$ cat config.mk
export PLATFORM = sky130hd
export DESIGN_NAME = uart_rx_tx_ring_buffers
export DESIGN_NICKNAME = d
export VERILOG_FILES = /design/src/sv/uartrb_pkg.sv /design/src/sv/uartrb_ram.sv /design/src/sv/uartrb_ring.sv /design/src/sv/uart_rx_tx_ring_buffers.sv
export VERILOG_INCLUDE_DIRS = /design/src /design/src/sv
export SDC_FILE = /design/constraint.sdc
export NUM_CORES = 1
export LEC_CHECK = 0
export BUFFER_PORTS_ARGS = -buffer_cell sky130_fd_sc_hd__buf_2
export CAP_MARGIN = 30
export CORE_MARGIN = 2
export CORE_UTILIZATION = 55
export CTS_BUF_LIST = sky130_fd_sc_hd__clkbuf_4
export DETAILED_ROUTE_END_ITERATION = 12
export PLACE_DENSITY = 0.71
export REMOVE_ABC_BUFFERS = 1
export SYNTH_ARGS = -nofsm -noshare
export SYNTH_HDL_FRONTEND = slang
export SYNTH_HIERARCHICAL = 1
export SYNTH_SLANG_ARGS = --single-unit
export TNS_END_PERCENT = 50
$ cat constraint.sdc
create_clock -name clk -period 3.1 [get_ports clk]
set_input_delay 0.155 -clock clk [delete_from_list [all_inputs] [get_ports clk]]
set_output_delay 0.155 -clock clk [all_outputs]
set_load 0.03 [all_outputs]
$ cat src/sv/uart_rx_tx_ring_buffers_defines.svh
// Assertion helpers used by the ring buffer RTL.
`ifndef UART_RX_TX_RING_BUFFERS_DEFINES_SVH
`define UART_RX_TX_RING_BUFFERS_DEFINES_SVH

// Consequent must hold in the same cycle as the antecedent.
`define URTRB_ASSERT_SAME(label, clk, rst_n, ante, cons) \
	label: assert property (@(posedge clk) disable iff (!rst_n) (ante) |-> (cons)) \
		else $error("ring buffer check failed");

// Consequent must hold in the cycle after the antecedent.
`define URTRB_ASSERT_NEXT(label, clk, rst_n, ante, cons) \
	label: assert property (@(posedge clk) disable iff (!rst_n) (ante) |=> (cons)) \
		else $error("ring buffer check failed");

`endif

$ cat src/sv/uartrb_pkg.sv
`default_nettype none

package uartrb_pkg;

	typedef logic [7:0] byte_t;

	// command codes carried by each input transaction
	typedef enum logic [1:0] {
		CMD_LINE_RX  = 2'd0,
		CMD_HOST_TX  = 2'd1,
		CMD_HOST_RX  = 2'd2,
		CMD_TX_READY = 2'd3
	} cmd_t;

	localparam int LEVEL_W = 7;

	// per-cycle ring request
	typedef struct packed {
		logic push;
		logic pop;
	} ring_ctl_t;

	// ring occupancy before this cycle's update
	typedef struct packed {
		logic full;
		logic empty;
	} ring_status_t;

endpackage

`default_nettype wire

$ cat src/sv/uartrb_ram.sv
`default_nettype none

module uartrb_ram #(
	parameter int WIDTH = 8,
	parameter int DEPTH = 64,
	localparam int ADDR_W = (DEPTH > 1) ? $clog2(DEPTH) : 1
) (
	input  wire logic              clk,
	input  wire logic              we,
	input  wire logic [ADDR_W-1:0] waddr,
	input  wire logic [WIDTH-1:0]  wdata,
	input  wire logic              re,
	input  wire logic [ADDR_W-1:0] raddr,
	output logic      [WIDTH-1:0]  rdata
);

	logic [WIDTH-1:0] mem_q [DEPTH];

	// one write port, one registered read port
	always_ff @(posedge clk) begin
		if (we) begin
			mem_q[waddr] <= wdata;
		end
		if (re) begin
			rdata <= mem_q[raddr];
		end
	end

endmodule

`default_nettype wire

$ cat src/sv/uartrb_ring.sv
`default_nettype none

module uartrb_ring #(
	parameter int RING_DEPTH = 64,
	localparam int PTR_W = (RING_DEPTH > 1) ? $clog2(RING_DEPTH) : 1,
	localparam int FILL_W = $clog2(RING_DEPTH + 1)
) (
	input  wire logic                     clk,
	input  wire logic                     arst_n,
	input  wire uartrb_pkg::ring_ctl_t    ctl,
	input  wire uartrb_pkg::byte_t        wdata,
	output uartrb_pkg::byte_t             rdata,
	output uartrb_pkg::ring_status_t      status,
	output logic [FILL_W-1:0]             level_next
);

	import uartrb_pkg::*;
	`include "uart_rx_tx_ring_buffers_defines.svh"

	localparam logic [PTR_W-1:0]  PTR_LAST = PTR_W'(RING_DEPTH - 1);
	localparam logic [FILL_W-1:0] FILL_MAX = FILL_W'(RING_DEPTH);

	logic [PTR_W-1:0]  rd_ptr_q;
	logic [PTR_W-1:0]  wr_ptr_q;
	logic [FILL_W-1:0] fill_q;

	assign status.full  = (fill_q == FILL_MAX);
	assign status.empty = (fill_q == '0);

	// fill after this cycle; push and pop together leave it unchanged
	always_comb begin
		level_next = fill_q;
		if (ctl.push && !ctl.pop) begin
			level_next = fill_q + 1'b1;
		end else if (ctl.pop && !ctl.push) begin
			level_next = fill_q - 1'b1;
		end
	end

	// pointers wrap at the ring depth
	always_ff @(posedge clk or negedge arst_n) begin
		if (!arst_n) begin
			rd_ptr_q <= '0;
			wr_ptr_q <= '0;
			fill_q   <= '0;
		end else begin
			if (ctl.push) begin
				wr_ptr_q <= (wr_ptr_q == PTR_LAST) ? '0 : wr_ptr_q + 1'b1;
			end
			if (ctl.pop) begin
				rd_ptr_q <= (rd_ptr_q == PTR_LAST) ? '0 : rd_ptr_q + 1'b1;
			end
			fill_q <= level_next;
		end
	end

	uartrb_ram #(
		.WIDTH (8),
		.DEPTH (RING_DEPTH)
	) u_ram (
		.clk   (clk),
		.we    (ctl.push),
		.waddr (wr_ptr_q),
		.wdata (wdata),
		.re    (ctl.pop),
		.raddr (rd_ptr_q),
		.rdata (rdata)
	);

	`URTRB_ASSERT_SAME(a_fill_bound, clk, arst_n, 1'b1, fill_q <= FILL_MAX)
	`URTRB_ASSERT_SAME(a_no_pop_empty, clk, arst_n, ctl.pop, !status.empty)
	`URTRB_ASSERT_SAME(a_full_push_drops, clk, arst_n, ctl.push && status.full, ctl.pop)
	`URTRB_ASSERT_NEXT(a_push_grows, clk, arst_n, ctl.push && !ctl.pop, fill_q == $past(fill_q) + 1'b1)

endmodule

`default_nettype wire

$ cat src/sv/uart_rx_tx_ring_buffers.sv
// Receive and transmit byte rings between a serial line and a host. Each input
// transaction carries one command (line byte received, host send, host receive,
// transmitter ready) and yields exactly one result. A new command is taken every
// cycle while results are being drained; results come from the result register
// and the registered read port of the ring memories. Both rings are RING_DEPTH
// bytes; their storage is not cleared after reset, only the pointers and fill
// counts are, so the block is ready as soon as reset is released. A full receive
// ring drops its oldest byte on a new line byte; a full transmit ring refuses host
// bytes. In string mode a zero host byte ends the text and is not queued.
`default_nettype none

module uart_rx_tx_ring_buffers #(
	parameter int RING_DEPTH = 64
) (
	input  wire logic        clk,
	input  wire logic        arst_n,
	// command channel
	input  wire logic        in_valid,
	output logic             in_stall,
	input  wire logic [1:0]  command,
	input  wire logic [7:0]  data_byte,
	input  wire logic        string_mode,
	// result channel
	output logic             out_valid,
	input  wire logic        out_stall,
	output logic             line_tx_valid,
	output logic [7:0]       line_tx_byte,
	output logic             host_byte_valid,
	output logic [7:0]       host_byte,
	output logic             send_accepted,
	output logic             string_end,
	output logic             rx_overwrote,
	output logic [6:0]       rx_level,
	output logic [6:0]       tx_level
);

	import uartrb_pkg::*;

	localparam int FILL_W = $clog2(RING_DEPTH + 1);

	ring_ctl_t         rx_ctl, tx_ctl;
	ring_status_t      rx_stat, tx_stat;
	byte_t             rx_rdata, tx_rdata;
	logic [FILL_W-1:0] rx_level_next, tx_level_next;
	logic [31:0]       rx_level_ext, tx_level_ext;
	logic              accept;
	logic              is_text_end;

	logic              valid_s1;
	logic              line_tx_valid_s1;
	logic              host_byte_valid_s1;
	logic              send_accepted_s1;
	logic              string_end_s1;
	logic              rx_overwrote_s1;
	logic [6:0]        rx_level_s1;
	logic [6:0]        tx_level_s1;

	// take a transaction whenever the result register is free or draining
	assign in_stall = valid_s1 && out_stall;
	assign accept   = in_valid && !in_stall;

	assign is_text_end = string_mode && (data_byte == '0);

	// ring requests for this transaction
	always_comb begin
		rx_ctl.push = accept && (command == CMD_LINE_RX);
		rx_ctl.pop  = accept && (((command == CMD_LINE_RX) && rx_stat.full) ||
		                         ((command == CMD_HOST_RX) && !rx_stat.empty));
		tx_ctl.push = accept && (command == CMD_HOST_TX) && !tx_stat.full && !is_text_end;
		tx_ctl.pop  = accept && (command == CMD_TX_READY) && !tx_stat.empty;
	end

	uartrb_ring #(
		.RING_DEPTH (RING_DEPTH)
	) u_rx_ring (
		.clk        (clk),
		.arst_n     (arst_n),
		.ctl        (rx_ctl),
		.wdata      (data_byte),
		.rdata      (rx_rdata),
		.status     (rx_stat),
		.level_next (rx_level_next)
	);

	uartrb_ring #(
		.RING_DEPTH (RING_DEPTH)
	) u_tx_ring (
		.clk        (clk),
		.arst_n     (arst_n),
		.ctl        (tx_ctl),
		.wdata      (data_byte),
		.rdata      (tx_rdata),
		.status     (tx_stat),
		.level_next (tx_level_next)
	);

	// levels are reported modulo 128
	assign rx_level_ext = 32'(rx_level_next);
	assign tx_level_ext = 32'(tx_level_next);

	// result register; byte payloads come from the ring memories' read registers
	always_ff @(posedge clk or negedge arst_n) begin
		if (!arst_n) begin
			valid_s1 <= 1'b0;
		end else if (accept) begin
			valid_s1 <= 1'b1;
		end else if (!out_stall) begin
			valid_s1 <= 1'b0;
		end
	end

	always_ff @(posedge clk) begin
		if (accept) begin
			line_tx_valid_s1   <= tx_ctl.pop;
			host_byte_valid_s1 <= (command == CMD_HOST_RX) && !rx_stat.empty;
			send_accepted_s1   <= tx_ctl.push;
			string_end_s1      <= (command == CMD_HOST_TX) && !tx_stat.full && is_text_end;
			rx_overwrote_s1    <= (command == CMD_LINE_RX) && rx_stat.full;
			rx_level_s1        <= rx_level_ext[LEVEL_W-1:0];
			tx_level_s1        <= tx_level_ext[LEVEL_W-1:0];
		end
	end

	assign out_valid       = valid_s1;
	assign line_tx_valid   = line_tx_valid_s1;
	assign line_tx_byte    = line_tx_valid_s1 ? tx_rdata : '0;
	assign host_byte_valid = host_byte_valid_s1;
	assign host_byte       = host_byte_valid_s1 ? rx_rdata : '0;
	assign send_accepted   = send_accepted_s1;
	assign string_end      = string_end_s1;
	assign rx_overwrote    = rx_overwrote_s1;
	assign rx_level        = rx_level_s1;
	assign tx_level        = tx_level_s1;

endmodule

`default_nettype wire

==> results.md, run 1 <==
* Post-synth EDFFs at 1,059
* Worst path slowest cell: nor4_1
* Critical Path AT at 3.75 ns
* Die Area at approximately 0.081 mm²
* Met2 usage at 0.389
* Core area at 0.0777 mm²
* Total placed cells including tap cells at between 3,000 and 4,000
* R2R cell count at 7
* Hold WC Path Type: input pin to register
* Initial DRC count at 2,353
* Crit path required time at ~3.9 ns
* Area growth, synth to finish at 14.4%
* # setup viols final at 0
* Max clock buf depth at 4
* Clk pin slew, worst setup/hold paths at 0.07 ns
* Crit-path cells: buf_4, nand2b_1, a211oi_1, nor4_1, nor3_1, buf_4, o32ai_1
* Cell mode on critical path: buf_4
* Status: completed
* Avg WL per Cell at 25.8 µm
* Final std cells w/o fill at around 3,800
* Biggest cell delay along the critical path at 0.67 ns
* CP Launch Type: register
* First-pass DRT Iterations at 8
* VDD IR max at around 0.0004 V
* GPL Wtd Cong at slightly below 0.9
* Tot GR Track Use at 0.249
* Max-slew violation count at 0
* Sequential fraction of the synthesis area at 0.758
* Crit. End Element: register
* WHS at about 0.14 ns
* Rows at 102
* Congestion Overflow GR at 0
* Maxcap violations at 0
* Largest net degree at the start of global routing at between 80 and 90
* Slew headroom at 0.350
* Final hold violation count at 0
* Final Skew at between 0.09 and 0.1 ns
* I/O Pins at 52
* Max frequency at 0.342 GHz
* Final worst setup slack at 0.179 ns
* Port Buffers at approximately 50
* HPWL Detailed at approximately 60 mm
* Worst slew pin tran at slightly below 1 ns
* Die Y at roughly 280 µm
* Mapped Cells at 2,118
* Initial antenna violation count at 1
* Depth of the worst hold-timing path at 3
* PwrDens at ~770 mW/mm²
* Gr busiest metal: met2
* Worst skew pair latency at roughly 1.1 ns
* First-pass GRT wire length at between 100 and 150 mm
* Mapped Area at approximately 0.043 mm²
* Fin crit period at ~3 ns
* DRC at 0
* Fillcell total at ~5,300
* Met3 Use GR at 0.0631
* Nets at around 2,600
* Routed WL at roughly 99 mm
* Ys async rst share at 0.0355
* CP Max Fanout at 27
* H-Tree Depth at 5
* CTS tree: yes
* Synth cell types at 64
* Starting Density at 0.557
* Post-DRT Antenna Nets at 0
* Final core occ at 0.637
* Seq cells post-synth at approximately 1,100
* Synth Area per Inst at ~20 µm²
* Vias in the first global route at ~24,000
* CTS sink count at approximately 1,100
* Via count at 23,080
* CTS buffer count at around 280
* Clk root buf: clkbuf_4
* Setup WS pre-CTS at approximately 0.16 ns
* Vias per cell at ~6.1
* RSZ-0062 raised after global routing: no
* Crit Path Class: register to register
* Die width at 284 µm
* Leak pwr at 16.3 nW
* Share of layout cells above drive strength 1 at 0.355
* Synth Flop Type: edfxtp_1
* Fin crit share at 0.942
* Synth Warn # at 6
* Postcts setup bufs at 0
* Met1 Usage GRT at 0.347
[where the power goes]
group | switching (W) | internal, W
Clock | 0.00541 | 0.00579
Sequential | 0.000912 | 0.0167
Combinational | 0.00458 | 0.00455
[final cells by class]
class / count / area, µm² / area share
Timing Repair Buffer: 302 / 2340 / 0.0473
Antenna cell: 1 / 2.50 / 0.0000506
Inverter: 8 / 30.0 / 0.000607
Sequential cell: 1098 / 32800 / 0.663
Tap cell: 1040 / 1300 / 0.0263
Clock buffer: 384 / 2880 / 0.0582
Multi-Input combinational cell: 905 / 9810 / 0.198
Clock inverter: 76 / 327 / 0.00660
[per-layer routing]
metal / part of all wire / vias up
met1: 0.40 / 11959
li1: - / 9844
met5: 0 / -
met3: 0.088 / 157
met4: 0.024 / 0
met2: 0.49 / 1120
[layout by cell type (no fill, tap or decap), drive strengths merged, types with 7 or more instances in the layout]
cell type    instances
edfxtp            1059
clkbuf             384
buf                280
mux4               252
nor2               186
clkinv              71
nand2               59
mux2i               46
dfrtp               39
nand3               33
mux2                30
nor2b               29
dlygate4sd3         22
and2                19
o22ai               18
xnor2               18
nor3                17
o221ai              16
nand2b              15
a221oi              13
nand4               13
xor2                12
inv                 12
o21ai               12
ha                  10
a21oi                9
nand3b               8
a211oi               8
or3                  7
nor4                 7
[logic make-up (layout without fill, tap and decap cells)]
group,after synthesis,after routing,synth area share
DFF,1098,1098,0.758
and+or+nand+nor,412,412,0.0458
other,0,1,0
xor gates and xnor gates,30,30,0.00607
muxes,328,328,0.150
adders and majority gates,10,10,0.00289
buffers and inverters,115,770,0.0160
AOI/OAI and AO/OA,125,125,0.0221
[cells in the mapped netlist (10+ instances only)]
library cell / count / area (µm²)
edfxtp_1: 1059 / 31800
mux4_2: 252 / 5680
nor2_1: 186 / 698
nand2_1: 59 / 221
mux2i_1: 46 / 460
dfrtp_1: 39 / 976
clkbuf_1: 34 / 128
nand3_1: 33 / 165
mux2_2: 30 / 338
nor2b_1: 28 / 175
buf_4: 27 / 203
buf_2: 26 / 130
and2_1: 19 / 119
o22ai_1: 18 / 113
xnor2_1: 18 / 158
nor3_1: 16 / 80.1
o221ai_1: 16 / 140
nand2b_1: 15 / 93.8
a221oi_1: 13 / 114
nand4_1: 13 / 81.3
xor2_1: 12 / 105
ha_1: 10 / 125
[stage by stage]
stage | setup TNS (ns) | area (µm²) | power [W]
2_1_floorplan | -92.86 | 42600 | 0.0235
6_report | 0 | 49500 | 0.0379
3_3_place_gp | 0 | 46000 | 0.0268
5_1_grt | 0 | 49500 | 0.0396
3_5_place_dp | 0 | 46100 | 0.0270
4_1_cts | 0 | 49500 | 0.0382
[repair_timing]
action,4_1_cts,5_1_grt
setup endpoints to repair,0,0
hold endpoints to repair,583,0
gates resized for setup,0,0
hold buffers,22,0
[sequential cells by signal, summed over array words and instances, names as in the netlist]
| register | flops |
|---|---|
| rx_overwrote | 1 |
| u_tx_ring/u_ram/rdata | 8 |
| u_rx_ring/rd_ptr_q | 6 |
| u_rx_ring/wr_ptr_q | 6 |
| u_tx_ring/wr_ptr_q | 6 |
| u_tx_ring/rd_ptr_q | 6 |
| rx_level | 7 |
| u_rx_ring/fill_q | 7 |
| u_tx_ring/fill_q | 7 |
| u_rx_ring/u_ram/rdata | 8 |
| tx_level | 7 |
| u_tx_ring/u_ram/mem_q | 512 |
| host_byte_valid | 1 |
| line_tx_valid | 1 |
| send_accepted | 1 |
| u_rx_ring/u_ram/mem_q | 512 |
| out_valid | 1 |
| string_end | 1 |
[worst max-delay path, delay by kind of cell (launching register included)]
kind	cells	cell delay, ns
buffers and inverters	2	0.48
DFF	1	0.59
and+or+nand+nor	3	1.19
AOI/OAI and AO/OA	2	0.37
[path summary, 6_finish.rpt]
check                                           start                  endpoint  slack, ns
min in group asynchronous                      arst_n       u_rx_ring/fill_q[1]       0.28
max in group asynchronous                      arst_n     u_tx_ring/rd_ptr_q[3]       2.08
worst min register to register    u_rx_ring/fill_q[6]       u_rx_ring/fill_q[6]       0.51
worst max register to register  u_tx_ring/rd_ptr_q[1]  u_tx_ring/u_ram/rdata[6]       0.18
worst max-delay path            u_tx_ring/rd_ptr_q[1]  u_tx_ring/u_ram/rdata[6]       0.18
worst min-delay path                       command[1]           host_byte_valid       0.14
No activity file was read; power rests on OpenSTA's default activity.
==> run 2: changes to the inputs <==
==> constraint.sdc (replaced) <==
create_clock -name clk -period 3.7 [get_ports clk]
set_input_delay 0.185 -clock clk [delete_from_list [all_inputs] [get_ports clk]]
set_output_delay 0.185 -clock clk [all_outputs]
set_load 0.03 [all_outputs]
==> run 2 against run 1 <==
Core utilization fell by 0.67 points. Setup slack improved by 0.15 ns. Register-to-register slack gained 0.15 ns. Sequential power fell by 15%. Cell area is 1.0% lower. Non-clock buffer count down 81. Critical path type unchanged.
==> results.md, run 2 (synthesis gave the netlist of run 1 again) <==
* Max-slew violation count at 0
* Clk root buf: clkbuf_4
* Max frequency at around 0.30 GHz
* First-pass DRT Iterations at 5
* Commonest cells after routing, fill and taps aside: edfxtp_1, clkbuf_4, mux4_2
* CTS tree: yes
* Leak pwr at around 16 nW
* Clk pin slew, worst setup/hold paths at 0.07 ns
* Crit. End Element: register
* CTS buffer count at around 280
* Worst slew pin tran at approximately 0.96 ns
* Commonest non-fill, non-tap cell in the layout: edfxtp_1
* Crit Path Class: register to register
* Fin crit period at roughly 3.4 ns
* Area growth, synth to finish at 13.2%
* Max clock buf depth at 4
* CP Launch Type: register
* Avg WL per Cell at 25.4 µm
* Biggest cell delay along the critical path at just over 0.6 ns
* H-Tree Depth at 5
* HPWL Detailed at 57.3 mm
* Rows at about 100
* Via count at ~23,000
* Crit path required time at 4.44 ns
* Nets at roughly 2,500
* Vias in the first global route at ~23,000
* CP Max Fanout at 20
* Post-DRT Antenna Nets at 0
* VDD IR max at between 0.0003 and 0.0004 V
* Worst Path Buf+Inv at 3
* WHS at 0.193 ns
* Final core occ at 0.630
* Initial DRC count at roughly 2,500
* RSZ-0062 raised after global routing: no
* Port Buffers at about 50
* Share of layout cells above drive strength 1 at 0.338
* PwrDens at approximately 640 mW/mm²
* Worst skew pair latency at roughly 1.1 ns
* Cell mode on critical path: nor2_1
* Routed WL at between 90 and 100 mm
* DRC at 0
* Die Area at 0.0809 mm²
* Congestion Overflow GR at 0
* RR Startpoint: u_rx_ring/fill_q[2]
* Post-CTS sizing at 0
* Fin crit share at 0.911
* GPL Wtd Cong at about 0.84
* Die width at ~280 µm
* Starting Density at 0.557
* Status: completed
* First-pass GRT wire length at roughly 140 mm
* Slew headroom at 0.361
* Critical Path AT at between 4 and 5 ns
* R2R cell count at 10
* Largest registers: u_rx_ring/u_ram/mem_q: 512 flops, u_tx_ring/u_ram/mem_q: 512 flops
* Die Y at ~280 µm
* Final hold violation count at 0
* Crit-path leading delay family: simple AND/OR/NAND/NOR gates
* Core area at 0.0777 mm²
* Maxcap violations at 0
* Initial antenna violation count at 2
* # setup viols final at 0
* CTS sink count at between 1,000 and 1,500
* Critical R2R Capture: rx_level[3]
* Worst R2R Setup Slack at about 0.33 ns
* Vias per cell at approximately 6
* I/O Pins at 52
* Final Skew at 0.0912 ns
* Total power at approximately 0.032 W
* Tot GR Track Use at 0.239
* Hold WC Path Type: input pin to asynchronous set/reset pin
* Largest net degree at the start of global routing at roughly 130
* Worst path slowest cell: dlygate4sd3_1
* Crit-path cells: nor4_1, and3_1, nor3b_1, dlygate4sd3_1, nor2_1, nor2_1, buf_4, inv_1, o32ai_1, xor2_1
-- run 2: changes by cell type in the layout (fill, tap and decap cells not counted), sizes merged --
cell         before  now
buf             280  198
clkbuf          384  397
clkinv           71   61
diode             1    4
bufinv            1    2
dlygate4sd3      22   23
inv              12   11
-- run 2: power breakdown --
part | switching (W) | internal [W] | total (W)
clock network | 0.00453 | 0.00505 | 0.00958
logic | 0.00353 | 0.00356 | 0.00709
registers | 0.000910 | 0.0140 | 0.0149
total | 0.00897 | 0.0226 | 0.0315
-- run 2: worst min-delay path: stages --
cell and delay, ns:
dlygate4sd3_1 0.52, buf_2 0.12, dlygate4sd3_1 0.86
-- run 2: worst max path at each step --
stage,cells after the start,end,from
final,10,rx_level[3],u_rx_ring/fill_q[2]
after floorplan,5,u_tx_ring/u_ram/rdata[4],u_tx_ring/rd_ptr_q[0]
after global routing,10,rx_level[4],u_rx_ring/fill_q[2]
after global placement,8,u_tx_ring/u_ram/mem_q[20][0],u_tx_ring/fill_q[0]
after CTS,10,rx_level[3],u_rx_ring/fill_q[2]
after detailed placement,5,u_rx_ring/u_ram/rdata[3],u_rx_ring/rd_ptr_q[0]
-- run 2: what timing repair did --
action	4_1_cts	5_1_grt
endpoints found under the setup margin	0	0
setup buffers	0	0
hold buffers	23	0
endpoints found under the hold margin	546	0
-- run 2: area by class of cell --
type	count	area (µm²)
Clock inverter	66	307
Tap cell	1040	1300
Fill cell	5278	28700
Sequential cell	1098	32800
Timing Repair Buffer	221	1740
Multi-Input combinational cell	905	9810
Clock buffer	397	2980
Inverter	8	30.0
Antenna cell	4	10.0
-- run 2: metrics by stage --
step	instances	worst slack (ns)	instance area [µm²]	setup TNS, ns
finish	3739	0.329	49000	0
global route	3739	0.0402	49000	0
CTS	3733	0.409	48900	0
detailed placement	3247	0.691	45400	0
global placement	3246	0.683	45400	0
floorplan	2011	-3.00	42600	-73.28
-- run 2: layer usage --
metal | wire length (µm) | part of all wire | track usage | vias to the layer above
met1 | 37700 | 0.40 | 0.330 | 11721
met4 | 1640 | 0.017 | 0.0764 | 0
met3 | 8970 | 0.094 | 0.0636 | 108
met5 | 0 | 0 | 0 | -
li1 | - | - | - | 9680
met2 | 46800 | 0.49 | 0.375 | 1160
